`src/rtl/nups_ram.sv`:
```
// Generic single-port-write, single-port-read RAM with registered read data.
// No dependencies.
module nups_ram #(
    parameter int WIDTH = 8,
    parameter int DEPTH = 16
) (
    input  logic                     clk,
    input  logic                     we,
    input  logic [$clog2(DEPTH)-1:0] waddr,
    input  logic [WIDTH-1:0]         wdata,
    input  logic [$clog2(DEPTH)-1:0] raddr,
    output logic [WIDTH-1:0]         rdata
);
    logic [WIDTH-1:0] mem [DEPTH];

    always_ff @(posedge clk)
    begin
        if (we)
        begin
            mem[waddr] <= wdata;
        end
        rdata <= mem[raddr];
    end
endmodule

```
`config.mk`:
```
export PLATFORM = sky130hd
export DESIGN_NAME = nups_ram
export DESIGN_NICKNAME = d
export VERILOG_FILES = /design/src/rtl/nups_ram.sv
export SDC_FILE = /design/constraint.sdc
export NUM_CORES = 1
export LEC_CHECK = 0
export ABC_AREA = 1
export BUFFER_PORTS_ARGS = -buffer_cell sky130_fd_sc_hd__buf_2
export CORE_MARGIN = 2
export CORE_UTILIZATION = 34
export CTS_CLUSTER_SIZE = 28
export DETAILED_ROUTE_END_ITERATION = 7
export MAX_ROUTING_LAYER = met4
export SYNTH_ARGS = -nofsm -noshare
export SYNTH_HDL_FRONTEND = slang
export SYNTH_SLANG_ARGS = --single-unit
export TNS_END_PERCENT = 10
```
`constraint.sdc`:
```
create_clock -name clk -period 1.9 [get_ports clk]
set_input_delay 0.095 -clock clk [delete_from_list [all_inputs] [get_ports clk]]
set_output_delay 0.095 -clock clk [all_outputs]
set_load 0.01 [all_outputs]
```
# [Word-level counts from Yosys, hierarchy flattened]
# Memory sizes are Yosys's and may differ from the RTL's. A register that Yosys moved wholly into a read port is not among the register bits.
# Cells that the tools add are included.
[word_totals] ff_bits=0 mem_bits_rw=128 input_bits=18 out_inout_bits=8 elab_cells=3 mem_count=1
[memory_table] memory="mem" depth=16 width=8 rd=1 rd_clocked_by_memory_dff=1 wr=1 line="14" rtl="logic [WIDTH-1:0] mem [DEPTH];"
[classes] muxes=2
[ops] cell="1-bit two-way mux" count=2

# [Longest topological paths before layout]
# Gate-level depths: netlist of run 1.
[logic_depth] depth_word=2 depth_mapped=8 depth_no_buf=7

# [Least setup slack after synthesis of run 1]
# OpenSTA, ideal clock, no wires.
[synth_path] path_type="input-to-reg" from="in waddr[2]" to="mem mem[10][0] (enable)" setup_ns=0.370 t_arrival_ns=0.676 required_time_ns=1.530 setup_slack_ns=0.854 stages=2 path_buffers=0 path_cell_list="nand3b_1 nor2_1"
[synth_rtl] item="from (decl)" line="9" rtl="input logic [$clog2(DEPTH)-1:0] waddr,"
[synth_rtl] item="to (decl)" line="14"
# Straight into the memory's write port.

==> results of run 1 <==
==> routing by layer <==
| layer | global-route usage (%) | vias up | wire length (um) |
|---|---|---|---|
| met5 | - | - | 0 |
| met4 | 7.95 | 0 | 378 |
| met3 | 3.21 | 29 | 715 |
| met2 | 22.9 | 126 | 5940 |
| met1 | 21.3 | 1822 | 6080 |
| li1 | - | 1841 | - |
==> cells in the final DEF (no fill, tap or decap) <==
| cell | n |
|---|---|
| bufinv_16 | 5 |
| inv_2 | 2 |
| clkinvlp_4 | 2 |
| buf_2 | 25 |
| clkinv_2 | 3 |
| dfxtp_1 | 8 |
| edfxtp_1 | 128 |
| clkbuf_16 | 17 |
| nor2_1 | 17 |
| clkinv_4 | 2 |
| inv_1 | 100 |
| nand3b_1 | 2 |
| nand2_1 | 173 |
| buf_4 | 15 |
| nand3_1 | 97 |
| clkinv_1 | 2 |
| buf_12 | 1 |
| clkbuf_1 | 1 |
==> kinds of logic (layout without fill, tap and decap cells) <==
group,after synthesis,in the layout,synth area share (%)
and+or+nand+nor,289,289,21.0
buffers and inverters,126,175,9.52
DFF,136,136,69.4
==> power by group <==
part / switching, W / internal (W) / total, W
Combinational: 0.000295 / 0.000117 / 0.000412
Clock: 0.00121 / 0.00231 / 0.00353
Sequential: 0.0000193 / 0.00335 / 0.00337
Total: 0.00153 / 0.00578 / 0.00731
==> state kept, by name, indices dropped and copies added, names as in the netlist <==
signal,flops
mem,128
rdata,8
==> stage by stage <==
step | worst slack (ns) | util (%) | instance area [sq um] | std cells
floorplan | 0.854 | - | 5770 | 551
global placement | 0.485 | 37.0 | 6130 | 788
detailed placement | 0.454 | 37.0 | 6130 | 788
CTS | 0.818 | 40.8 | 6770 | 820
global route | 0.738 | 40.8 | 6770 | 820
finish | 0.806 | 40.8 | 6770 | 820
==> final cells by class <==
class	instances	area (sq um)	area share (%)
sequential	136	4000	59.2
clock inverter	14	205	3.03
inverter	102	383	5.66
clock buffer	18	429	6.34
tap	220	275	4.07
multi-input combinational	289	1210	17.9
timing repair buffer	41	258	3.81
==> worst max-delay path by stage <==
stage / startpoint / depth (start not counted) / end / slack, ns
2_1_floorplan: waddr[2] / 2 / mem[10][0] / 0.85
3_3_place_gp: waddr[2] / 4 / mem[0][4] / 0.48
3_5_place_dp: waddr[2] / 4 / mem[0][0] / 0.45
4_1_cts: rdata[1] / 1 / rdata[1] / 0.82
5_1_grt: mem[9][3] / 6 / rdata[3] / 0.74
6_report: mem[9][3] / 6 / rdata[3] / 0.81
==> tightest hold or removal path: stages <==
cell,delay (ns)
buf_2,0.17
nand3_1,0.10
nand2_1,0.04
==> metrics, run 1 <==
H-tree levels=4; Cells after Synth=between 500 and 600; Placer Congestion=0.794; DR DRC count=0; ys flop type=edfxtp_1; Worst-Skew Late Latency=about 0.42 ns; routed len/inst=16.0 um; CP arrival=1.38 ns; antenna viol nets, final=0; Fillers=1616; row cnt=47; reg2reg end=rdata[3]; Hold Crit Endpoint=rdata[5]; Worst slew margin=between 40% and 50%; setup slack, reg-to-reg=0.81 ns; hold violation count in the final report=0; number of synthesized flops with an enable pin=between 100 and 150; largest net degree at the start of global routing=between 60 and 70; peak supply drop=about 0.56 mV; RSZ-0062 raised after global routing=no; total CTS buffers=17; vias in the first global route=3702; final layout net count=605; DRT Wirelength=13.1 mm; Least-Margin Pin Slew=0.750 ns; R2R Path Start=mem[9][3]; synth warn=0; cts hold-fix bufs=0; Startpoint Class=flip-flop; peak fanout along the critical path=1; Bufs and invs on worst path=1; Tot Pwr=between 0.007 and 0.008 W; Netlist cell types=12; share of the yosys chip area belonging to registers=approximately 69%; CTS tree=yes; Area Overhead vs Synth=17.4%; WP data required=around 2.2 ns; post-cts resize count=0; Hold Crit Depth=3; Iter 0 DRT Violations=344; Worst Setup Path Type=flip-flop to flip-flop; Async SR Flop Fraction=0%; Leakage=roughly 2.9 nW; clk_skew=0.0116 ns; most frequent cell after synthesis=nand2_1; reg2reg path depth=6; Die Area=18000 sq um; CTS clk-pin slew, worst paths=0.05 ns; Final min period=approximately 1.1 ns; post-synth top area share=66.7%; layout cell share with drive strength beyond 1=12.0%; global-route wire length before repair=20.6 mm; io pins=26; gr ovfl total=0; vias=roughly 3800; Final period util=57.6%; All-Layer GR Usage=approximately 16%; Final HPWL DP=7.92 mm; Netlist Area Pre-Place=5770 sq um; Setup-failing EPs final=0; max-cap violation count=0; Tightest Hold Check Type=primary input to flip-flop; Critical Path, Cell by Cell=inv_1, nand2_1, nand3_1, nand3_1, nand3_1, nand2_1; CTS sink cnt=136; CTS Buffer Depth=2; slowest CP cell=edfxtp_1; chip width=134 um; Max Slew Vio Count=0; Clock Tree Root=clkbuf_16; status=complete, no violations; CP most frequent cell=nand3_1; initial antenna violation count=0; Post-CTS Setup Bufs=0; area of the core=between 15000 and 20000 sq um; synth top area cells=edfxtp_1 (67%), nand2_1 (11%), nand3_1 (8.4%), inv_1 (6.5%), dfxtp_1 (2.8%); Power Density=1080 nW/um^2; Setup TNS Final=0 ns; DRT Pass-1 Iters=6; Hold Crit Start=raddr[3]; buffers added on ports=25; Via-to-Cell Ratio=around 4.7; Vert. Die Dim=between 100 and 150 um; Yosys reg bits=136; ANT cells=0; critical path capture point type=flip-flop; Worst path max stage delay=around 0.35 ns; f_max=914 MHz; Mean Syn Cell Area=10.5 sq um; Top delay family on crit path=simple AND/OR/NAND/NOR gates; most common library cells after synthesis=nand2_1 (173), edfxtp_1 (128), inv_1 (100), nand3_1 (97), nor2_1 (17); Yosys top cell by area=edfxtp_1; syn_nets=569; Initial Utilization=about a third; hold slack=0.0427 ns
(Power assumes the default switching activity.)
==> run 2, diff against run 1 <==
==> constraint.sdc (replaced) <==
create_clock -name clk -period 1 [get_ports clk]
set_input_delay 0.05 -clock clk [delete_from_list [all_inputs] [get_ports clk]]
set_output_delay 0.05 -clock clk [all_outputs]
set_load 0.01 [all_outputs]
==> metrics, run 2 (synthesis results as in run 1) <==
WP data required=1.30 ns; Startpoint Class=flip-flop; Worst-Skew Late Latency=0.41 ns; fin util=a little over two fifths; Via-to-Cell Ratio=4.68; Post-CTS Setup Bufs=0; DRT Pass-1 Iters=5; Area Overhead vs Synth=22.6%; CTS clk-pin slew, worst paths=0.06 ns; Initial Utilization=34.8%; status=complete, no violations; Placer Congestion=0.847; Max Slew Vio Count=0; largest net degree at the start of global routing=46; buffers added on ports=25; CP arrival=~1.3 ns; Power Density=1930 nW/um^2; vias in the first global route=3736; layout cell share with drive strength beyond 1=20.1%; storage element area=around 4000 sq um; Iter 0 DRT Violations=about 320; peak supply drop=1.09 mV; RSZ-0062 raised after global routing=yes; chip width=roughly 130 um; f_max=1030 MHz; CTS tree=yes; hold slack=0.0640 ns; Vert. Die Dim=between 100 and 150 um; Clock Tree Root=clkbuf_16; ANT cells=0; row cnt=between 40 and 50; DRT Wirelength=between 10 and 15 mm; multi-input logic area=1370 sq um; gr ovfl total=0; CTS sink cnt=136; CTS Buffer Depth=2; Leakage=approximately 3.0 nW; routed len/inst=16.1 um; max-cap violation count=0; cts hold-fix bufs=0; commonest non-fill, non-tap cell in the layout=nand2_1; Tightest Hold Check Type=primary input to flip-flop; peak fanout along the critical path=1; Die Area=~18000 sq um; clk_skew=0.00736 ns; area of the core=approximately 17000 sq um; Inst Count DP=801; hold violation count in the final report=0; Worst Setup Path Type=flip-flop to flip-flop; max FFs per register=128; Setup TNS Final=0 ns; Setup-failing EPs final=0; critical path capture point type=flip-flop; total CTS buffers=17; DR DRC count=0; Worst slew margin=71.1%; io pins=26; Final HPWL DP=between 8 and 9 mm; initial antenna violation count=0; Post-Layout Cell Count=833; Tot Pwr=0.0137 W; H-tree levels=4; antenna viol nets, final=0; All-Layer GR Usage=15.8%; Fillers=1524; Top reg by flops=mem; final layout net count=618; Least-Margin Pin Slew=0.434 ns; biggest regs=mem: 128 flops, rdata: 8 flops; Final period util=97.1%; most frequent cells in the layout=nand2_1 (169), edfxtp_1 (128), inv_1 (99); global-route wire length before repair=20.5 mm; Final min period=~0.97 ns; vias=3900
run 2: cell types whose count changed in the layout (fill, tap and decap cells not counted), sizes merged:
cell,change
bufinv,-3
clkinv,-5
buf,+13
inv,+3
clkbuf,+5
run 2: per-layer routing:
layer / GRT usage (%) / share of wire, % / vias to the layer above
met5: - / 0 / -
met4: 4.50 / 1.3 / 0
met3: 2.95 / 4.4 / 15
met2: 25.4 / 49 / 118
met1: 20.5 / 46 / 1893
li1: - / - / 1874
run 2: per-stage QoR:
step	area, sq um	worst slack (ns)
after floorplan	5770	-0.000845
after global placement	6290	-0.139
after detailed placement	6290	-0.151
after CTS	6930	0.00389
after global routing	7070	-0.0282
final	7070	0.0293
run 2: final timing paths:
path	to	slack (ns)	depth (start not counted)	from
setup reg to reg	rdata[0]	0.03	6	mem[12][0]
setup / recovery	rdata[0]	0.03	6	mem[12][0]
hold reg to reg	rdata[0]	0.70	6	mem[2][0]
hold / removal	mem[3][2]	0.06	1	wdata[2]
run 2: worst max-delay path, cell delays in order (launching register included):
cell and delay [ns]:
edfxtp_1 0.38, inv_1 0.06, nand2_1 0.04, nand3_1 0.10, nand3_2 0.11, nand3_2 0.11, nand2_1 0.06
run 2: timing repair:
action                                  4_1_cts  5_1_grt
hold endpoints to repair                      0        0
pin swaps                                     0        8
gates resized for setup                       7       32
endpoints found under the setup margin        6       11
run 2: final cells by class:
type / instances / share of cell area (%)
repair buffers: 54 / 6.09
multi-input cells: 289 / 19.4
flip-flops and latches: 136 / 56.7
well taps: 220 / 3.89
inverters: 102 / 5.41
clock buffers: 23 / 6.90
clock inverters: 9 / 1.63
run 2: report_power, final:
part	internal (W)	switching [W]
clock network	0.00396	0.00236
registers	0.00637	0.0000442
logic	0.000308	0.000604
