**src/rtl/nups_pkg.sv**
```systemverilog
// Package for the nearest unvisited point search block.
// Holds sizes, item kinds and the request and result struct types; no dependencies.
package nups_pkg;
    localparam int MAX_NODES  = 1024;
    localparam int COORD_BITS = 10;
    localparam int FRAC_BITS  = 8;
    localparam int IDX_BITS   = 11;
    localparam int ADDR_BITS  = 10;
    localparam int COST_BITS  = 29;
    localparam int DSQ_BITS   = 2 * COORD_BITS + 1;
    localparam int ROOT_BITS  = COORD_BITS + 1 + FRAC_BITS;
    localparam logic [COST_BITS-1:0] COST_MAX = '1;

    typedef enum logic [1:0] {
        KIND_LOAD    = 2'd0,
        KIND_CLOSEST = 2'd1,
        KIND_TOUR    = 2'd2,
        KIND_NOP     = 2'd3
    } kind_t;

    typedef struct packed {
        logic [1:0]            kind;
        logic [IDX_BITS-1:0]   node_index;
        logic [COORD_BITS-1:0] coord_x;
        logic [COORD_BITS-1:0] coord_y;
        logic                  tour_last;
    } request_t;

    typedef struct packed {
        logic [IDX_BITS-1:0]  closest_node;
        logic                 found;
        logic                 bad_index;
        logic [COST_BITS-1:0] tour_cost;
        logic                 cost_valid;
    } result_t;
endpackage

```
**src/rtl/nups_sqrt.sv**
```systemverilog
// Iterative fixed-point square root, one result bit per cycle.
// Depends on nups_pkg.
module nups_sqrt
    import nups_pkg::*;
(
    input  logic                 clk,
    input  logic                 rst_n,
    input  logic                 start,
    input  logic [DSQ_BITS-1:0]  radicand,
    output logic                 done,
    output logic [ROOT_BITS-1:0] root
);
    localparam int SH_BITS  = 2 * ROOT_BITS;
    localparam int REM_BITS = ROOT_BITS + 2;
    localparam int CNT_BITS = $clog2(ROOT_BITS + 1);

    logic [SH_BITS-1:0]   sh_reg, sh_next;
    logic [REM_BITS-1:0]  rem_reg, rem_next;
    logic [ROOT_BITS-1:0] root_reg, root_next;
    logic [CNT_BITS-1:0]  cnt_reg, cnt_next;
    logic                 run_reg, run_next;
    logic                 done_reg, done_next;
    logic [REM_BITS-1:0]  rem_sh, trial;

    always_comb
    begin
        sh_next   = sh_reg;
        rem_next  = rem_reg;
        root_next = root_reg;
        cnt_next  = cnt_reg;
        run_next  = run_reg;
        done_next = 1'b0;
        rem_sh    = {rem_reg[REM_BITS-3:0], sh_reg[SH_BITS-1 -: 2]};
        trial     = {root_reg, 2'b01};
        if (start)
        begin
            sh_next   = {{(SH_BITS-DSQ_BITS-2*FRAC_BITS){1'b0}}, radicand,
                         {(2*FRAC_BITS){1'b0}}};
            rem_next  = '0;
            root_next = '0;
            cnt_next  = CNT_BITS'(ROOT_BITS);
            run_next  = 1'b1;
        end
        else if (run_reg)
        begin
            sh_next = {sh_reg[SH_BITS-3:0], 2'b00};
            if (rem_sh >= trial)
            begin
                rem_next  = rem_sh - trial;
                root_next = {root_reg[ROOT_BITS-2:0], 1'b1};
            end
            else
            begin
                rem_next  = rem_sh;
                root_next = {root_reg[ROOT_BITS-2:0], 1'b0};
            end
            cnt_next = cnt_reg - 1'b1;
            if (cnt_reg == CNT_BITS'(1))
            begin
                run_next  = 1'b0;
                done_next = 1'b1;
            end
        end
    end

    always_ff @(posedge clk or negedge rst_n)
    begin
        if (!rst_n)
        begin
            run_reg  <= 1'b0;
            done_reg <= 1'b0;
            cnt_reg  <= '0;
        end
        else
        begin
            run_reg  <= run_next;
            done_reg <= done_next;
            cnt_reg  <= cnt_next;
        end
    end

    always_ff @(posedge clk)
    begin
        sh_reg   <= sh_next;
        rem_reg  <= rem_next;
        root_reg <= root_next;
    end

    assign done = done_reg;
    assign root = root_reg;
endmodule

```
**config.mk**
```make
export PLATFORM = sky130hd
export DESIGN_NAME = nups_sqrt
export DESIGN_NICKNAME = d
export VERILOG_FILES = /design/src/rtl/nups_pkg.sv /design/src/rtl/nups_sqrt.sv
export SDC_FILE = /design/constraint.sdc
export NUM_CORES = 1
export LEC_CHECK = 0
export BUFFER_PORTS_ARGS = -buffer_cell sky130_fd_sc_hd__buf_2
export CAP_MARGIN = 10
export CELL_PAD_IN_SITES_DETAIL_PLACEMENT = 0
export CELL_PAD_IN_SITES_GLOBAL_PLACEMENT = 1
export CORE_MARGIN = 2
export CORE_UTILIZATION = 39
export DETAILED_ROUTE_END_ITERATION = 12
export MAX_ROUTING_LAYER = met4
export PLACE_DENSITY = 0.81
export SLEW_MARGIN = 20
export SYNTH_ARGS = -nofsm -noshare
export SYNTH_HDL_FRONTEND = slang
export SYNTH_SLANG_ARGS = --single-unit
```
**constraint.sdc**
```tcl
create_clock -name clk -period 2.1 [get_ports clk]
set_input_delay 0.42 -clock clk [delete_from_list [all_inputs] [get_ports clk]]
set_output_delay 0.42 -clock clk [all_outputs]
set_load 0.02 [all_outputs]
```
# After elaboration in Yosys (flattened, before gate mapping)
# Cells that the tools add are included.
# Widths: inputs -> output; s select.
totals:
  register_bits: 67
  in_bits: 24
  out_inout_bits: 20
  elab_cells: 24
classes:
  add_sub_neg: 2
  n_lt_le_gt_ge: 1
  n_eq_ne: 1
  muxes: 12
  reduce_logical: 1
ops:
  columns: ["op", "n"]
  rows:
  - ["$mux 37", 2]
  - ["$ge 21x21->1", 1]
  - ["$mux 19", 1]
  - ["$sub 19x19->19", 1]
  - ["$mux 5", 2]
  - ["$mux 1", 7]
  - ["$eq 5x1->1 const B", 1]
  - ["$sub 5x1->5 const B", 1]
  - ["$reduce_bool 2->1", 1]

# Logic depth before layout (Yosys ltp)
depth:
  word_depth: 4
  mapped_depth: 10
  mapped_depth_nobuf: 8

# Worst setup path after synthesis
# Ideal clock, no wire load.
synth_path:
  path_kind: "reg2reg"
  from: "register root_reg[4], in the netlist root[4]"
  to: "register rem_reg[1]"
  setup_ns: 0.095
  arrival_ns: 2.364
  t_required_ns: 2.005
  path_slack_ns: -0.359
  path_stages_with_launch: 9
  path_buffers: 1
  synth_period_minus_slack_ns: 2.459
  cell_sequence: "dfxtp_1 inv_1 ha_1 clkbuf_1 a21o_1 o2111a_2 o311a_1 or4_1 o311ai_1"
synth_between:
  elab_chain_len: 2
synth_lines:
  columns: ["item", "line", "rtl"]
  rows:
  - ["start, declared", "nups_sqrt.sv:19", "logic [ROOT_BITS-1:0] root_reg, root_next;"]
  - ["start signal, assigned", "nups_sqrt.sv:86", "root_reg <= root_next;"]
  - ["$ge 21x21->1", "nups_sqrt.sv:47", "if (rem_sh >= trial)"]
  - ["$mux 19", "nups_sqrt.sv:47", null]
  - ["end signal, assigned", "nups_sqrt.sv:85", "rem_reg <= rem_next;"]
  - ["end, declared", "nups_sqrt.sv:18", "logic [REM_BITS-1:0] rem_reg, rem_next;"]
# No other way between the ends.
# A chain may end at the register's enable or synchronous reset.

# Worst setup path after layout
layout_path:
  from: "register rem_reg[10]"
  to: "register rem_reg[1]"
layout_between:
  elab_chain_len: 2
layout_lines:
  columns: ["item", "line"]
  rows:
  - ["$ge 21x21->1", "nups_sqrt.sv:47"]
  - ["$mux 19", "nups_sqrt.sv:47"]
# No other way between the ends.

==> results.txt <==
- Number of enable flip-flop cells after synthesis: 21
- For the worst flop-to-flop path, the logic depth is 6.
* Slew of the pin with the lowest slew margin: 585.7 ps
- Summed over all layers, the global routing overflow is 0.
- Synth-to-layout area growth: 38.89%
- Yosys synthesis warning count: 0
- Starting density of the core: 0.4053
* Combinational share of power: 0.637
- Worst setup path startpoint: rem_reg[10]$_SDFFE_PP0P_
- The share of the Yosys chip area taken by registers is 0.3986.
* Num Clock Sinks: 67
- Violation count after the first detailed-routing iteration: 192
- The checks that failed: negative setup slack.
- The analysis attributes to net switching a power of around 0.0032 W.
- Worst setup endpoint: rem_reg[1]$_SDFFE_PP0P_
- Dividing the detail-routed wire length by the instance count gives between 15 and 20 um.
* Critical register-to-register path endpoint: rem_reg[1]$_SDFFE_PP0P_
- The worst setup path is captured at a flop.
- For this run, the share of the core covered by cells in the final layout is 0.5629.
- Layer with the highest usage after global routing: met2
* GR Layer Usage met2: 0.3395
* CTS H-Tree Depth: 3
- Data arrives at the worst endpoint at approximately 2400 ps.
* Commonest cells after routing, fill and taps aside: buf_4 (91), buf_2 (43), nor2_1 (42)
* I/O Buffers: 43
- TritonCTS clock tree: done
- Across all setup checks in the final design, the least slack found is -35.34 ps.
- In this run the vertical extent of the chip is 105.0 um.
* Result of the run: complete, but fails checks
- Standard-cell rows: 36
* Share of total power in the clock network: 0.140
* Aggregate routed wire length: around 11000 um
- Summed over all failing endpoints, the final setup total negative slack is -235.2 ps.
- The first detailed-routing pass took 4 iterations.
- Total setup violations reported at the end of the flow: 12
- Part of the power in registers: 0.223
- Fraction of power spent switching nets: 0.4172
- The die covers ~11000 um^2.
- In the global route stage, met3 resource usage came out at 0.03681.
- For this run, design rule violations remaining after detail routing come to 0.
* Overall fraction of global-route tracks in use: 0.2070
* Post-synthesis area per instance: approximately 9.5 um^2
- Leading cell type in the layout, fill and taps excluded: buf_4
* Largest net degree at the start of global routing: 53
- Number of diodes added for antenna fixing: 0
- Cts bufs inserted: 9
- Number of flip-flops in the largest register: 22
- Flop-to-flop setup slack: -40 ps
- CP Data Required Time: between 2000 and 2500 ps
* Remaining max-slew budget at the tightest pin: 0.6091
- Clock slew seen by the registers of the worst setup and hold paths: approximately 90 ps
- IR analysis of the VDD net gives a maximum drop of 0.6207 mV.
* Met1 track demand over resource: 0.2657
- The internal power of the cells totals around 0.0044 W.
- Layout cells sized above 1: 0.4314
* Leakage: 2.518 nW
- Max-cap violations in this run came to 0.
* Number of nets produced by synthesis: between 400 and 500
- Period Utilization, post-route: 1.017
- Fin. max-slew vios: 0
- Hold path startpoint: radicand[0]
* Number of cells produced by synthesis: between 400 and 500
* Vias in the first global route: around 3700
* Number of unique standard cell types used by synthesis: a little over 60
- Number of nets in the final layout: 596
* First-pass GRT wire length: between 15000 and 20000 um
- The signal on the critical path passes through ha_4, a211oi_4, nand3b_1, o311a_4, or4_4, o311ai_2.
- Delay of the slowest cell on the worst path: roughly 430 ps
- Core region area: around 9800 um^2
- Counting flops with an async set or reset pin after synthesis yields a share of 0.1045.
- Class of the worst hold path: input pin to flop
- Clock Tree Buf Depth: 2
* Horizontal extent of the die: between 100 and 150 um
- Ports placed on the boundary: 44
- The number of antenna violations at the first check in global routing was 0.
- In this run the clock root is driven by a clkbuf_8.
- The routed layout has about 3600 vias.
* Final Hold Vio Count: 0
* Fmax: 468.3 MHz
* Highest net fanout along the worst path: 5
- After detailed routing, the number of vias per cell comes to between 5 and 6.
- Placer Congestion: approximately 0.9
- Post-route clock skew: approximately 13 ps
- The clock reaches the later pin of the worst-skew pair after around 360 ps.
- Counting flops and latches in the post-synthesis netlist gives between 60 and 70.
* Launching element type of the critical path: flop
* PD cells: around 1400 nW/um^2
* Critical-path top delay cell: o311a_4
- Fill cells in the final layout number roughly 920.
- Summing every instance area after synthesis gives roughly 4000 um^2.
- Setup repair after global routing could not meet its margin everywhere.
* Final min period: ~2100 ps
- Final HPWL DP: 7901 um
* Worst Setup Path Type: flop to flop
- Startpoint of the worst register-to-register path: rem_reg[10]$_SDFFE_PP0P_
- Predominant post-synthesis flop cell: dfxtp_1
- Post-DRT Antenna Nets: 0
[how the worst min path moves through the flow]
stage                                          end  slack [ps]  cells past startpoint
after floorplan             cnt_reg[0]$_DFFE_PN0P_         120                      0
final                     sh_reg[16]$_SDFFCE_PN0P_         340                      2
after global routing      sh_reg[16]$_SDFFCE_PN0P_         340                      2
after CTS                 sh_reg[16]$_SDFFCE_PN0P_         330                      2
after global placement              done$_DFF_PN0_         260                      1
after detailed placement            done$_DFF_PN0_         260                      1
[through the flow]
| stage | hold slack (ps) | instance area [um^2] | setup WS, ps | instances | power (W) |
|---|---|---|---|---|---|
| CTS | 334.6 | 5425 | -53.93 | 686 | 0.007347 |
| floorplan | 124.4 | 4161 | -99.24 | 421 | 0.004406 |
| global route | 340.6 | 5528 | -143.8 | 687 | 0.008121 |
| detailed placement | 263.1 | 5141 | -151.8 | 666 | 0.006065 |
| finish | 342.2 | 5528 | -35.34 | 687 | 0.007631 |
| global placement | 261.5 | 5141 | -62.77 | 666 | 0.005967 |
[critical path: cells and delay by family (launching register included)]
kind                     cells  cell delay (ps)
adder cells (fa/ha/maj)      1              220
AND/OR/NAND/NOR              2              650
flip-flops                   1              390
AO/OA/AOI/OAI                3              770
[cell usage after synthesis (2+ instances only)]
cell type  count  share of area
nor2_1        42          0.040
dfxtp_1       39           0.20
inv_1         31          0.029
ha_1          23          0.072
mux2i_1       22          0.055
edfxtp_1      21           0.16
mux2_2        19          0.054
nand2_1       18          0.017
and3_1        16          0.025
o21ai_1       16          0.020
nand3_1       15          0.019
a21oi_1       14          0.018
a31oi_1       10          0.016
clkbuf_1      10         0.0094
xnor2_1       10          0.022
buf_1          9         0.0085
o21ai_0        9          0.011
dfrtp_1        7          0.044
a21o_1         6          0.011
a311oi_1       6          0.013
and2_1         5         0.0079
nand4_1        5         0.0079
nor3_1         5         0.0063
o211ai_1       5         0.0094
xor2_1         5          0.011
a211oi_1       4         0.0075
nor2b_1        4         0.0063
nand2b_1       3         0.0047
o2111ai_1      3         0.0066
o21a_1         3         0.0057
a311oi_2       2         0.0075
and4_1         2         0.0044
nand3b_1       2         0.0038
o311ai_1       2         0.0044
o31ai_1        2         0.0038
[power groups by stage]
| stage | Clock [W] | Sequential, W | Combinational (W) |
|---|---|---|---|
| floorplan | 0 | 0.00172 | 0.00268 |
| global placement | 0 | 0.00171 | 0.00426 |
| detailed placement | 0 | 0.00172 | 0.00435 |
| CTS | 0.00108 | 0.00170 | 0.00457 |
| global route | 0.00114 | 0.00172 | 0.00526 |
| finish | 0.00107 | 0.00170 | 0.00486 |
[cells by family after synthesis]
family,count (synthesis),share of synthesized area
fa+ha+maj,23,0.07231
simple gates,124,0.1566
buf+inv,53,0.05313
flops,67,0.3986
compound gates,98,0.1773
xor+xnor,15,0.03301
mux,41,0.1091
[layout make-up]
type	count	area, um^2	share of cell area
Clock buffer	9	123.9	0.02241
Clock inverter	7	62.56	0.01132
Inverter	31	116.4	0.02105
Multi-Input combinational cell	301	2467	0.4464
Sequential cell	67	1620	0.2931
Tap cell	133	166.4	0.03010
Timing Repair Buffer	139	970.9	0.1756
[metal layers]
metal / routed length (um) / vias to the layer above
met5: 0 / -
met2: 5171 / 101
met4: 69 / 0
met1: 4987 / 1731
met3: 576 / 10
li1: - / 1798
[repair_timing]
item                       CTS  global route
setup endpoints to repair   15            20
setup buffers                3             1
hold buffers                 1             0
resized for setup           14            19
pin swaps                   14            15
hold endpoints to repair     7             0
Power figures use the tool's default switching activity.
